==> src/sv/plc_pkg.sv <==
`timescale 1ns / 1ps
// ----------------------------------------------------------------------------
// plc_pkg: shared types and codes of the positional list store
// Request and status codes, and the command that the controller sends to
// every cell of the list.
// ----------------------------------------------------------------------------
package plc_pkg;

  typedef enum logic [1:0] {
    REQ_ADD    = 2'd0,
    REQ_REMOVE = 2'd1,
    REQ_GET    = 2'd2,
    REQ_CLEAR  = 2'd3
  } req_t;

  typedef enum logic [1:0] {
    ST_OK   = 2'd0,
    ST_END  = 2'd1,
    ST_FULL = 2'd2
  } status_t;

  localparam int unsigned POS_W   = 9;
  localparam int unsigned SIZE_W  = 5;
  localparam int unsigned REF_W   = 32;
  localparam int unsigned PRICE_W = 32;
  localparam int unsigned CNT_W   = 8;

  // Broadcast to all cells: insert opens a slot, delete closes one.
  typedef struct packed {
    logic ins;
    logic del;
  } cell_cmd_t;

endpackage

==> src/sv/plc_cell.sv <==
`timescale 1ns / 1ps
// ----------------------------------------------------------------------------
// plc_cell: one slot of the positional list
// Holds one entry and, on an insert or delete, takes the entry of its left or
// right neighbour, or the new entry, by comparing its own index with the
// broadcast position.
// ----------------------------------------------------------------------------
module plc_cell #(
  parameter int unsigned PW          = 4,
  parameter int unsigned COUNT_WIDTH = 8,
  parameter int unsigned INDEX       = 0
) (
  input  logic                    clk,
  input  plc_pkg::cell_cmd_t      cmd,
  input  logic [PW-1:0]           pos,
  input  logic [31:0]             new_ref,
  input  logic [COUNT_WIDTH-1:0]  new_count,
  input  logic [31:0]             new_price,
  input  logic [31:0]             left_ref,
  input  logic [COUNT_WIDTH-1:0]  left_count,
  input  logic [31:0]             left_price,
  input  logic [31:0]             right_ref,
  input  logic [COUNT_WIDTH-1:0]  right_count,
  input  logic [31:0]             right_price,
  output logic [31:0]             entry_ref,
  output logic [COUNT_WIDTH-1:0]  entry_count,
  output logic [31:0]             entry_price,
  output logic [31:0]             rd_ref,
  output logic [COUNT_WIDTH-1:0]  rd_count,
  output logic [31:0]             rd_price
);
  import plc_pkg::*;

  localparam logic [PW-1:0] IDX = PW'(INDEX);

  logic at_pos;
  logic past_pos;

  assign at_pos   = (pos == IDX);
  assign past_pos = (IDX > pos);

  always_ff @(posedge clk) begin
    if (cmd.ins) begin
      if (at_pos) begin
        entry_ref   <= new_ref;
        entry_count <= new_count;
        entry_price <= new_price;
      end else if (past_pos) begin
        entry_ref   <= left_ref;
        entry_count <= left_count;
        entry_price <= left_price;
      end
    end else if (cmd.del && (at_pos || past_pos)) begin
      entry_ref   <= right_ref;
      entry_count <= right_count;
      entry_price <= right_price;
    end
  end

  // Only the addressed cell drives the shared read bus.
  assign rd_ref   = at_pos ? entry_ref : '0;
  assign rd_count = at_pos ? entry_count : '0;
  assign rd_price = at_pos ? entry_price : '0;

endmodule

==> src/sv/plc_ctrl.sv <==
`timescale 1ns / 1ps
// ----------------------------------------------------------------------------
// plc_ctrl: request decode and result register of the positional list
// Keeps the entry count, works out the position and status of each request,
// commands the cells and registers the result.
// ----------------------------------------------------------------------------
module plc_ctrl #(
  parameter int unsigned DEPTH       = 16,
  parameter int unsigned COUNT_WIDTH = 8,
  parameter int unsigned PW          = 4,
  parameter int unsigned TW          = 5
) (
  input  logic                          clk,
  input  logic                          rst,
  input  logic                          start,
  input  logic [1:0]                    req_type,
  input  logic signed [plc_pkg::POS_W-1:0] position,
  output plc_pkg::cell_cmd_t            cmd,
  output logic [PW-1:0]                 pos,
  input  logic [31:0]                   rd_ref,
  input  logic [COUNT_WIDTH-1:0]        rd_count,
  input  logic [31:0]                   rd_price,
  output logic                          done,
  output logic [1:0]                    status,
  output logic [plc_pkg::SIZE_W-1:0]    used_position,
  output logic [31:0]                   out_item_ref,
  output logic [plc_pkg::CNT_W-1:0]     out_item_count,
  output logic [31:0]                   out_price_bits,
  output logic [plc_pkg::SIZE_W-1:0]    list_size,
  output logic                          list_empty
);
  import plc_pkg::*;

  logic [TW-1:0]    total;
  logic [TW-1:0]    total_next;
  req_t             req;
  logic [POS_W-1:0] p_req;
  logic [POS_W-1:0] p_add;
  logic [POS_W-1:0] tot_ext;
  logic             full;
  logic             miss;
  logic             hit_get;
  status_t          st;

  always_comb begin
    req     = req_t'(req_type);
    // A negative position selects the first entry.
    p_req   = position[POS_W-1] ? '0 : {1'b0, position[POS_W-2:0]};
    tot_ext = POS_W'(total);
    full    = (total == TW'(DEPTH));
    p_add   = (p_req > tot_ext) ? tot_ext : p_req;
    miss    = (total == '0) || (p_req >= tot_ext);
    hit_get = 1'b0;
    cmd.ins = 1'b0;
    cmd.del = 1'b0;
    pos     = PW'(p_req);
    total_next = total;
    st      = ST_OK;
    unique case (req)
      REQ_ADD: begin
        pos = PW'(p_add);
        if (full) begin
          st = ST_FULL;
        end else begin
          cmd.ins    = start;
          total_next = total + TW'(1);
        end
      end
      REQ_REMOVE: begin
        if (miss) begin
          st = ST_END;
        end else begin
          cmd.del    = start;
          total_next = total - TW'(1);
        end
      end
      REQ_GET: begin
        if (miss) begin
          st = ST_END;
        end else begin
          hit_get = 1'b1;
        end
      end
      REQ_CLEAR: begin
        total_next = '0;
      end
    endcase
  end

  always_ff @(posedge clk) begin
    if (rst) begin
      done  <= 1'b0;
      total <= '0;
    end else begin
      done <= start;
      if (start) begin
        total <= total_next;
      end
    end
  end

  always_ff @(posedge clk) begin
    if (start) begin
      status         <= st;
      used_position  <= (req == REQ_ADD && !full) ? SIZE_W'(p_add) : '0;
      out_item_ref   <= hit_get ? rd_ref : '0;
      out_item_count <= hit_get ? CNT_W'(rd_count) : '0;
      out_price_bits <= hit_get ? rd_price : '0;
      list_size      <= SIZE_W'(total_next);
      list_empty     <= (total_next == '0);
    end
  end

endmodule

==> src/sv/positional_list_store.sv <==
`timescale 1ns / 1ps
// ----------------------------------------------------------------------------
// positional_list_store: ordered list with insert and remove by position
// A row of DEPTH cells, one entry each, that shift right on an add and left
// on a remove, under a controller that keeps the entry count.
// ----------------------------------------------------------------------------
//
//  channel   handshake      payload
//  request   start / busy   req_type, position, item_ref, item_count, price_bits
//  result    done           status, used_position, out_item_ref, out_item_count,
//                           out_price_bits, list_size, list_empty
//
// One request per clock cycle; its result appears on the cycle after it is
// taken. Every cell compares its own index with the position and moves its
// entry at the clock edge that takes the request, so busy never rises.
// Reset (rst, synchronous) empties the list and clears the result strobe; the
// entry contents are not cleared and are only read once written.
// The receiver takes every result as it comes; nothing waits on it.
// ----------------------------------------------------------------------------
module positional_list_store #(
  parameter int unsigned DEPTH       = 16,
  parameter int unsigned COUNT_WIDTH = 8
) (
  input  logic                              clk,
  input  logic                              rst,
  input  logic                              start,
  output logic                              busy,
  input  logic [1:0]                        req_type,
  input  logic signed [plc_pkg::POS_W-1:0]  position,
  input  logic [31:0]                       item_ref,
  input  logic [plc_pkg::CNT_W-1:0]         item_count,
  input  logic [31:0]                       price_bits,
  output logic                              done,
  output logic [1:0]                        status,
  output logic [plc_pkg::SIZE_W-1:0]        used_position,
  output logic [31:0]                       out_item_ref,
  output logic [plc_pkg::CNT_W-1:0]         out_item_count,
  output logic [31:0]                       out_price_bits,
  output logic [plc_pkg::SIZE_W-1:0]        list_size,
  output logic                              list_empty
);
  import plc_pkg::*;

  localparam int unsigned PW = $clog2(DEPTH);
  localparam int unsigned TW = $clog2(DEPTH + 1);

  cell_cmd_t              cmd;
  logic [PW-1:0]          pos;
  logic [COUNT_WIDTH-1:0] new_count;
  logic [31:0]            e_ref   [DEPTH];
  logic [COUNT_WIDTH-1:0] e_count [DEPTH];
  logic [31:0]            e_price [DEPTH];
  logic [31:0]            c_ref   [DEPTH];
  logic [COUNT_WIDTH-1:0] c_count [DEPTH];
  logic [31:0]            c_price [DEPTH];
  logic [31:0]            rd_ref;
  logic [COUNT_WIDTH-1:0] rd_count;
  logic [31:0]            rd_price;

  assign busy      = 1'b0;
  assign new_count = COUNT_WIDTH'(item_count);

  for (genvar i = 0; i < DEPTH; i++) begin : g_cell
    logic [31:0]            l_ref;
    logic [COUNT_WIDTH-1:0] l_count;
    logic [31:0]            l_price;
    logic [31:0]            r_ref;
    logic [COUNT_WIDTH-1:0] r_count;
    logic [31:0]            r_price;

    if (i == 0) begin : g_first
      assign l_ref   = item_ref;
      assign l_count = new_count;
      assign l_price = price_bits;
    end else begin : g_mid
      assign l_ref   = e_ref[i-1];
      assign l_count = e_count[i-1];
      assign l_price = e_price[i-1];
    end

    if (i == DEPTH - 1) begin : g_last
      assign r_ref   = e_ref[i];
      assign r_count = e_count[i];
      assign r_price = e_price[i];
    end else begin : g_inner
      assign r_ref   = e_ref[i+1];
      assign r_count = e_count[i+1];
      assign r_price = e_price[i+1];
    end

    plc_cell #(
      .PW          (PW),
      .COUNT_WIDTH (COUNT_WIDTH),
      .INDEX       (i)
    ) u_cell (
      .clk         (clk),
      .cmd         (cmd),
      .pos         (pos),
      .new_ref     (item_ref),
      .new_count   (new_count),
      .new_price   (price_bits),
      .left_ref    (l_ref),
      .left_count  (l_count),
      .left_price  (l_price),
      .right_ref   (r_ref),
      .right_count (r_count),
      .right_price (r_price),
      .entry_ref   (e_ref[i]),
      .entry_count (e_count[i]),
      .entry_price (e_price[i]),
      .rd_ref      (c_ref[i]),
      .rd_count    (c_count[i]),
      .rd_price    (c_price[i])
    );
  end

  // At most one cell drives a non-zero word, so an OR gathers the read.
  always_comb begin
    rd_ref   = '0;
    rd_count = '0;
    rd_price = '0;
    for (int i = 0; i < DEPTH; i++) begin
      rd_ref   = rd_ref | c_ref[i];
      rd_count = rd_count | c_count[i];
      rd_price = rd_price | c_price[i];
    end
  end

  plc_ctrl #(
    .DEPTH       (DEPTH),
    .COUNT_WIDTH (COUNT_WIDTH),
    .PW          (PW),
    .TW          (TW)
  ) u_ctrl (
    .clk            (clk),
    .rst            (rst),
    .start          (start && !busy),
    .req_type       (req_type),
    .position       (position),
    .cmd            (cmd),
    .pos            (pos),
    .rd_ref         (rd_ref),
    .rd_count       (rd_count),
    .rd_price       (rd_price),
    .done           (done),
    .status         (status),
    .used_position  (used_position),
    .out_item_ref   (out_item_ref),
    .out_item_count (out_item_count),
    .out_price_bits (out_price_bits),
    .list_size      (list_size),
    .list_empty     (list_empty)
  );

endmodule

==> config.mk <==
export PLATFORM = sky130hd
export DESIGN_NAME = positional_list_store
export DESIGN_NICKNAME = d
export VERILOG_FILES = /design/src/sv/plc_pkg.sv /design/src/sv/plc_cell.sv /design/src/sv/plc_ctrl.sv /design/src/sv/positional_list_store.sv
export SDC_FILE = /design/constraint.sdc
export NUM_CORES = 2
export LEC_CHECK = 0
export BUFFER_PORTS_ARGS = -buffer_cell sky130_fd_sc_hd__buf_4
export CORE_UTILIZATION = 45
export CTS_BUF_LIST = sky130_fd_sc_hd__clkbuf_4 sky130_fd_sc_hd__clkbuf_8
export DETAILED_ROUTE_END_ITERATION = 6
export PLACE_DENSITY_LB_ADDON = 0.2
export SYNTH_ARGS = -nofsm -noshare
export SYNTH_HDL_FRONTEND = slang
export SYNTH_HIERARCHICAL = 1
export SYNTH_SLANG_ARGS = --single-unit
export TNS_END_PERCENT = 1
==> constraint.sdc <==
create_clock -name clk -period 18.4 [get_ports clk]
set_input_delay 3.68 -clock clk [delete_from_list [all_inputs] [get_ports clk]]
set_output_delay 3.68 -clock clk [all_outputs]
set_load 0.01 [all_outputs]
# After elaboration in Yosys (flattened, before gate mapping)
# Index checks and enable logic that the tools add are counted.
[totals]
register_bits = 1243
in_bits = 86
output_inout_bits = 87
elab_cells = 475
[op_classes]
addsub = 2
order_cmp = 18
eq_ne = 34
muxes = 249
bitwise_logic = 45
n_reduce_logical = 70
[ops]
columns = ["cell", "count"]
rows = [
  ["32-bit two-way mux", 156],
  ["32-bit OR", 30],
  ["8-bit two-way mux", 79],
  ["8-bit OR", 15],
  ["3-bit by 1-bit inequality test with 1-bit output, second input constant", 15],
  ["4-bit == test, second input constant", 8],
  ["4-bit > comparator, first input constant", 8],
  ["2-bit AND reduction", 16],
  ["2-bit nonzero test", 16],
  ["4-bit by 3-bit == test with 1-bit output, second input constant", 4],
  ["3-bit by 4-bit > comparator with 1-bit output, first input constant", 4],
  ["1-bit logical AND", 16],
  ["1-bit logical OR", 16],
  ["5-bit two-way mux", 3],
  ["5-bit case mux with 3 select lines", 1],
  ["5-bit zero test", 2],
  ["4-bit by 2-bit == test with 1-bit output, second input constant", 2],
  ["8-bit by 5-bit greater-or-equal comparator with 1-bit output", 1],
  ["1-bit by 4-bit > comparator with 1-bit output, first input constant", 2],
  ["2-bit by 4-bit > comparator with 1-bit output, first input constant", 2],
  ["8-bit by 5-bit > comparator with 1-bit output", 1],
  ["1-bit two-way mux", 7],
  ["5-bit by 1-bit adder with 5-bit output, second input constant", 1],
  ["5-bit == test, second input constant", 1],
  ["11 further kinds", 12],
]

# Logic depth before layout (Yosys ltp)
[depth]
word_depth = 21
mapped_depth = 17
depth_no_buf = 14

# Hierarchy
# Netlist, hierarchy kept.
[by_module_without_submodules]
columns = ["mod", "instances", "cells_per_inst", "area_each_um2", "seq_area_each_um2"]
rows = [
  ["plc_cell at g_cell[6].u_cell ...", 2, 395, 4216.5, 2162.1],
  ["plc_cell at g_cell[1].u_cell ...", 2, 395, 4212.8, 2162.1],
  ["plc_cell at g_cell[13].u_cell ...", 2, 476, 4182.8, 2162.1],
  ["plc_cell at g_cell[10].u_cell", 1, 396, 4220.3, 2162.1],
  ["plc_cell at g_cell[12].u_cell", 1, 395, 4220.3, 2162.1],
  ["plc_cell at g_cell[5].u_cell", 1, 395, 4215.3, 2162.1],
  ["plc_cell at g_cell[2].u_cell", 1, 395, 4214.0, 2162.1],
  ["plc_cell at g_cell[4].u_cell", 1, 395, 4210.3, 2162.1],
  ["plc_cell at g_cell[14].u_cell", 1, 476, 4185.3, 2162.1],
  ["plc_cell at g_cell[11].u_cell", 1, 476, 4184.0, 2162.1],
  ["plc_cell at g_cell[15].u_cell", 1, 474, 4174.0, 2162.1],
  ["plc_cell at g_cell[8].u_cell", 1, 476, 4131.5, 2162.1],
  ["plc_cell at g_cell[0].u_cell", 1, 475, 4082.7, 2162.1],
  ["plc_ctrl", 1, 308, 4077.7, 2672.6],
  ["positional_list_store", 1, 362, 2263.4, 0.0],
]

# Worst setup path after synthesis
# No wires, ideal clock.
[synth_timing]
kind = "input to register"
from = "input port position[2] in the netlist's numbering"
to = "register g_cell[2].u_cell.entry_count[0] (enable)"
setup_ps = 886
t_arrival_ps = 17590
required_time_ps = 17514
path_slack_ps = -76
cell_stages = 9
path_buffers = 0
path_cell_list = "nor2b_1 ha_1 and3_4 o21a_1 or3_1 a21oi_2 nand2b_1 o21ai_0 a2111oi_0"
[synth_between]
elab_chain_cells = 9
word_cells_on_any_way = 15
classes_between = "3 x order compare; 2 x eq/ne; 5 x mux; 5 x reduce/logical"
[synth_rtl]
columns = ["element", "line", "text"]
rows = [
  ["from (decl)", "positional_list_store.sv:29", "input logic signed [plc_pkg::POS_W-1:0] position,"],
  ["8-bit two-way mux (*)", "plc_ctrl.sv:48", "p_req = position[POS_W-1] ? '0 : {1'b0, position[POS_W-2:0]};"],
  ["8-bit by 5-bit > comparator with 1-bit output", "plc_ctrl.sv:51", "p_add = (p_req > tot_ext) ? tot_ext : p_req;"],
  ["5-bit two-way mux", "plc_ctrl.sv:51", ""],
  ["4-bit two-way mux (*)", "plc_ctrl.sv:59", "unique case (req)"],
  ["named net pos[2]", "positional_list_store.sv:48", "logic [PW-1:0] pos;"],
  ["2-bit by 4-bit > comparator with 1-bit output / 4-bit by 2-bit == test with 1-bit output (equally long branches)", "plc_cell.sv:40, plc_cell.sv:39", ""],
  ["1-bit logical OR", "plc_cell.sv:53", "end else if (cmd.del && (at_pos || past_pos)) begin"],
  ["1-bit logical AND", "plc_cell.sv:53", ""],
  ["2-bit nonzero test (no source line)", "n/a", ""],
  ["2-bit AND reduction (no source line) (*)", "n/a", ""],
  ["to (signal assigned)", "plc_cell.sv:46", "entry_count <= new_count;"],
  ["to (signal assigned)", "plc_cell.sv:50", "entry_count <= left_count;"],
  ["to (signal assigned)", "plc_cell.sv:55", "entry_count <= right_count;"],
  ["to (decl)", "plc_cell.sv:26", "output logic [COUNT_WIDTH-1:0] entry_count,"],
]
# Mark *: on every way through the listed nets, which the timed path passes. The rest lies on a longest branch.
# A chain may end at the register's enable or synchronous reset.

==> impl_results.md <==
- Final nets: 7566
- Initial antenna violation count: 16
- Setup crit end kind: flop
- Clock Latency Late Sink: 0.99 ns
- Yosys synthesis warning count: 6
- WS Path Type: primary input to flop
- Max IR drop VDD: 0.0835 mV
- I/O Buffers: 171
- H-tree depth: 4
- Share of layout cells above drive strength 1: 0.0864
- Least-Margin Pin Slew: 1.22 ns
- GR Util met2: 0.458
- Outcome: complete, no violations
- HP Class: flop to flop
- Hold Path End: g_cell[10].u_cell/entry_ref[29]
- Via count: 58.0k
- GR Util met3: 0.0368
- Worst Path Max Fanout: 250
- Period utilization: 0.486
- GR peak layer: met2
- Largest net degree at the start of global routing: 263
- Global Route Usage Sum: 0.279
- Root Driver: clkbuf_8
- Final antenna-violating net count: 0
- Synthesized area: 73400 um^2
- Post-synth ARST share: 0
- Starting Density: 0.455
- Clock Sink Count: 1243
- Sequential area share after synthesis: 0.508
- Wire per inst: 23.9 um
- R2R Path End: g_cell[8].u_cell/entry_ref[8]
- CTS resizes: 0
- Hold Slack: 0.601 ns
- Die span in x: 406 um
- First-pass GRT wire length: 348 mm
- Critical path launch point: req_type[0]
- Global route overflow: 0
- RSZ-0062 raised after global routing: false
- Startpoint types: primary input
- Avg Inst Size Synth: 9.72 um^2
- GPL Wtd Cong: 0.844
- Final Setup Violations: 0
- Via density: 5.91
- Total CTS buffers: 218
- # rows: 147
- Worst EP required: 19.01 ns
- DR iter-0 viols: 6644
- Critical R2R Launch: u_ctrl/total[0]
- Post-Synthesis Cells: 7555
- Setup_tns: 0 ns
- Post-CTS Setup Inserts: 0
- Detail Placement HPWL: 123 mm
- FF+latch count, synth: 1243
- Top_reg_cell synth: edfxtp_1
- TritonRoute pass-1 iters: 7
- Hold Path Stages: 2
- Vias in the first global route: 54.2k
- PD cells: 84.2 nW/um^2
- Core footprint: 161000 um^2
- Max Cap Viol: 0
- Fin. Hold Viols: 0
- Io pins: 173
- Worst clock skew: 0.0528 ns
- Net Count, Synth: 7653
- Reg clk slew, reported paths: 0.06 ns
- F_max: 112 MHz
- DRC errors left: 0
- Total routed wirelength: 235 mm
- CTS hold repair buffers: 0
- Distinct cells, synth: 68
- Lkg Pwr: 28.0 nW
- Die height: 406 um
- Minimum clock period: 8.94 ns
- Total power: 6.65 mW
- Max-slew violations: 0
- Min-delay src: g_cell[11].u_cell/entry_ref[29]
- Number of synthesized flops with an enable pin: 1237
- R2R depth: 11
- Reg-to-reg slack, setup: 11.46 ns
- Worst slew margin: 0.186
- Met1 Track Usage GR: 0.376
- Die footprint: 165000 um^2
- Area grow syn2layout: 7.50%
- CTS tree: built
- Arr. time, crit path: 9.55 ns
- Clock Tree Buf Depth: 3
[layout make-up]
cell class | instances | area, um^2
multi-input combinational | 5712 | 32500
antenna | 12 | 30.0
clock inverter | 119 | 669
clock buffer | 286 | 3530
fill | 15100 | 82400
inverter | 15 | 56.3
timing repair buffer | 278 | 2180
tap | 2160 | 2700
sequential | 1243 | 37300
[flip-flops by register name (all words and copies together), names as in the netlist]
register and flops:
u_ctrl/used_position 5, u_ctrl/out_price_bits 32, g_cell.u_cell/entry_count 128, u_ctrl/done 1, g_cell.u_cell/entry_price 512, u_ctrl/status 2, u_ctrl/out_item_ref 32, u_ctrl/total 5
u_ctrl/list_size 5, u_ctrl/list_empty 1, u_ctrl/out_item_count 8, g_cell.u_cell/entry_ref 512
[stage by stage]
stage          instances  area [um^2]  utilization  setup WS, ns
6_report            9825        78900        0.489          9.46
5_1_grt             9821        78900        0.489          9.03
4_1_cts             9813        78900        0.489          9.71
3_5_place_dp        9408        74700        0.463          8.63
3_3_place_gp        9408        74700        0.463          8.65
2_1_floorplan       7555        73400            -        0.0229
[worst max-delay path, cell delays in order]
cell     delay, ns
buf_4         0.12
inv_1         0.14
ha_1          0.32
nand2_1       0.31
nor2_4        0.81
buf_12        0.76
buf_4         0.97
buf_4         0.88
buf_4         0.93
a31oi_1       0.30
[power breakdown]
group | switching [mW] | internal (mW) | total (mW)
clock | 1.25 | 1.30 | 2.55
sequential | 0.0733 | 3.26 | 3.33
combinational | 0.521 | 0.245 | 0.766
total | 1.85 | 4.80 | 6.65
[cell usage in the layout (no fill, tap or decap), types with 73 or more instances in the layout]
| cell type | Yosys | routed |
|---|---|---|
| edfxtp_1 | 1237 | 1237 |
| nor2_1 | 1176 | 1173 |
| and2_1 | 1154 | 1154 |
| nand2_1 | 1014 | 1014 |
| a21oi_1 | 657 | 655 |
| mux2i_1 | 653 | 653 |
| a31oi_1 | 508 | 507 |
| nor4_1 | 293 | 291 |
| buf_4 | 9 | 270 |
| clkbuf_8 | 10 | 221 |
| clkinv_1 | 0 | 74 |
| and3_1 | 74 | 74 |
| nand4_1 | 73 | 73 |
[worst max path at each step]
stage	endpoint	cells past startpoint
5_1_grt	g_cell[8].u_cell/entry_ref[8]	10
6_report	g_cell[8].u_cell/entry_ref[8]	10
3_5_place_dp	g_cell[8].u_cell/entry_price[24]	14
4_1_cts	g_cell[8].u_cell/entry_ref[5]	14
3_3_place_gp	g_cell[8].u_cell/entry_price[24]	14
2_1_floorplan	g_cell[2].u_cell/entry_count[0]	9
[metal layers]
layer,vias up,share of wire
met5,-,0.00043
met4,12,0.032
met3,416,0.076
met2,2507,0.47
met1,28300,0.42
li1,26800,-
[synth_stat cells (15+ instances only)]
cell,n,area (um^2)
clkbuf_1,243,912
nor2_1,1176,4410
buf_8,73,1100
a31oi_1,508,3180
nor4_1,293,1830
mux2i_1,653,6540
buf_6,75,845
and2_1,1154,7220
inv_1,15,56.3
buf_1,18,67.6
a21oi_1,657,3290
nand4_1,73,457
and3_1,74,463
nand2_1,1014,3810
buf_2,98,490
clkbuf_2,59,295
edfxtp_1,1237,37100
[cells by family (layout without fill, tap and decap cells)]
kind of cell               Yosys count  in the layout  share of synthesized area
AOI/OAI and AO/OA                 1206           1206                     0.0923
xor gates and xnor gates             2              2                   0.000239
adders and majority gates           12             12                    0.00205
buffers and inverters              600            698                     0.0541
DFF                               1243           1243                      0.508
muxes                              653            653                     0.0890
other                                1             13                  0.0000511
and+or+nand+nor                   3838           3838                      0.255
Power figures use the tool's default switching activity.
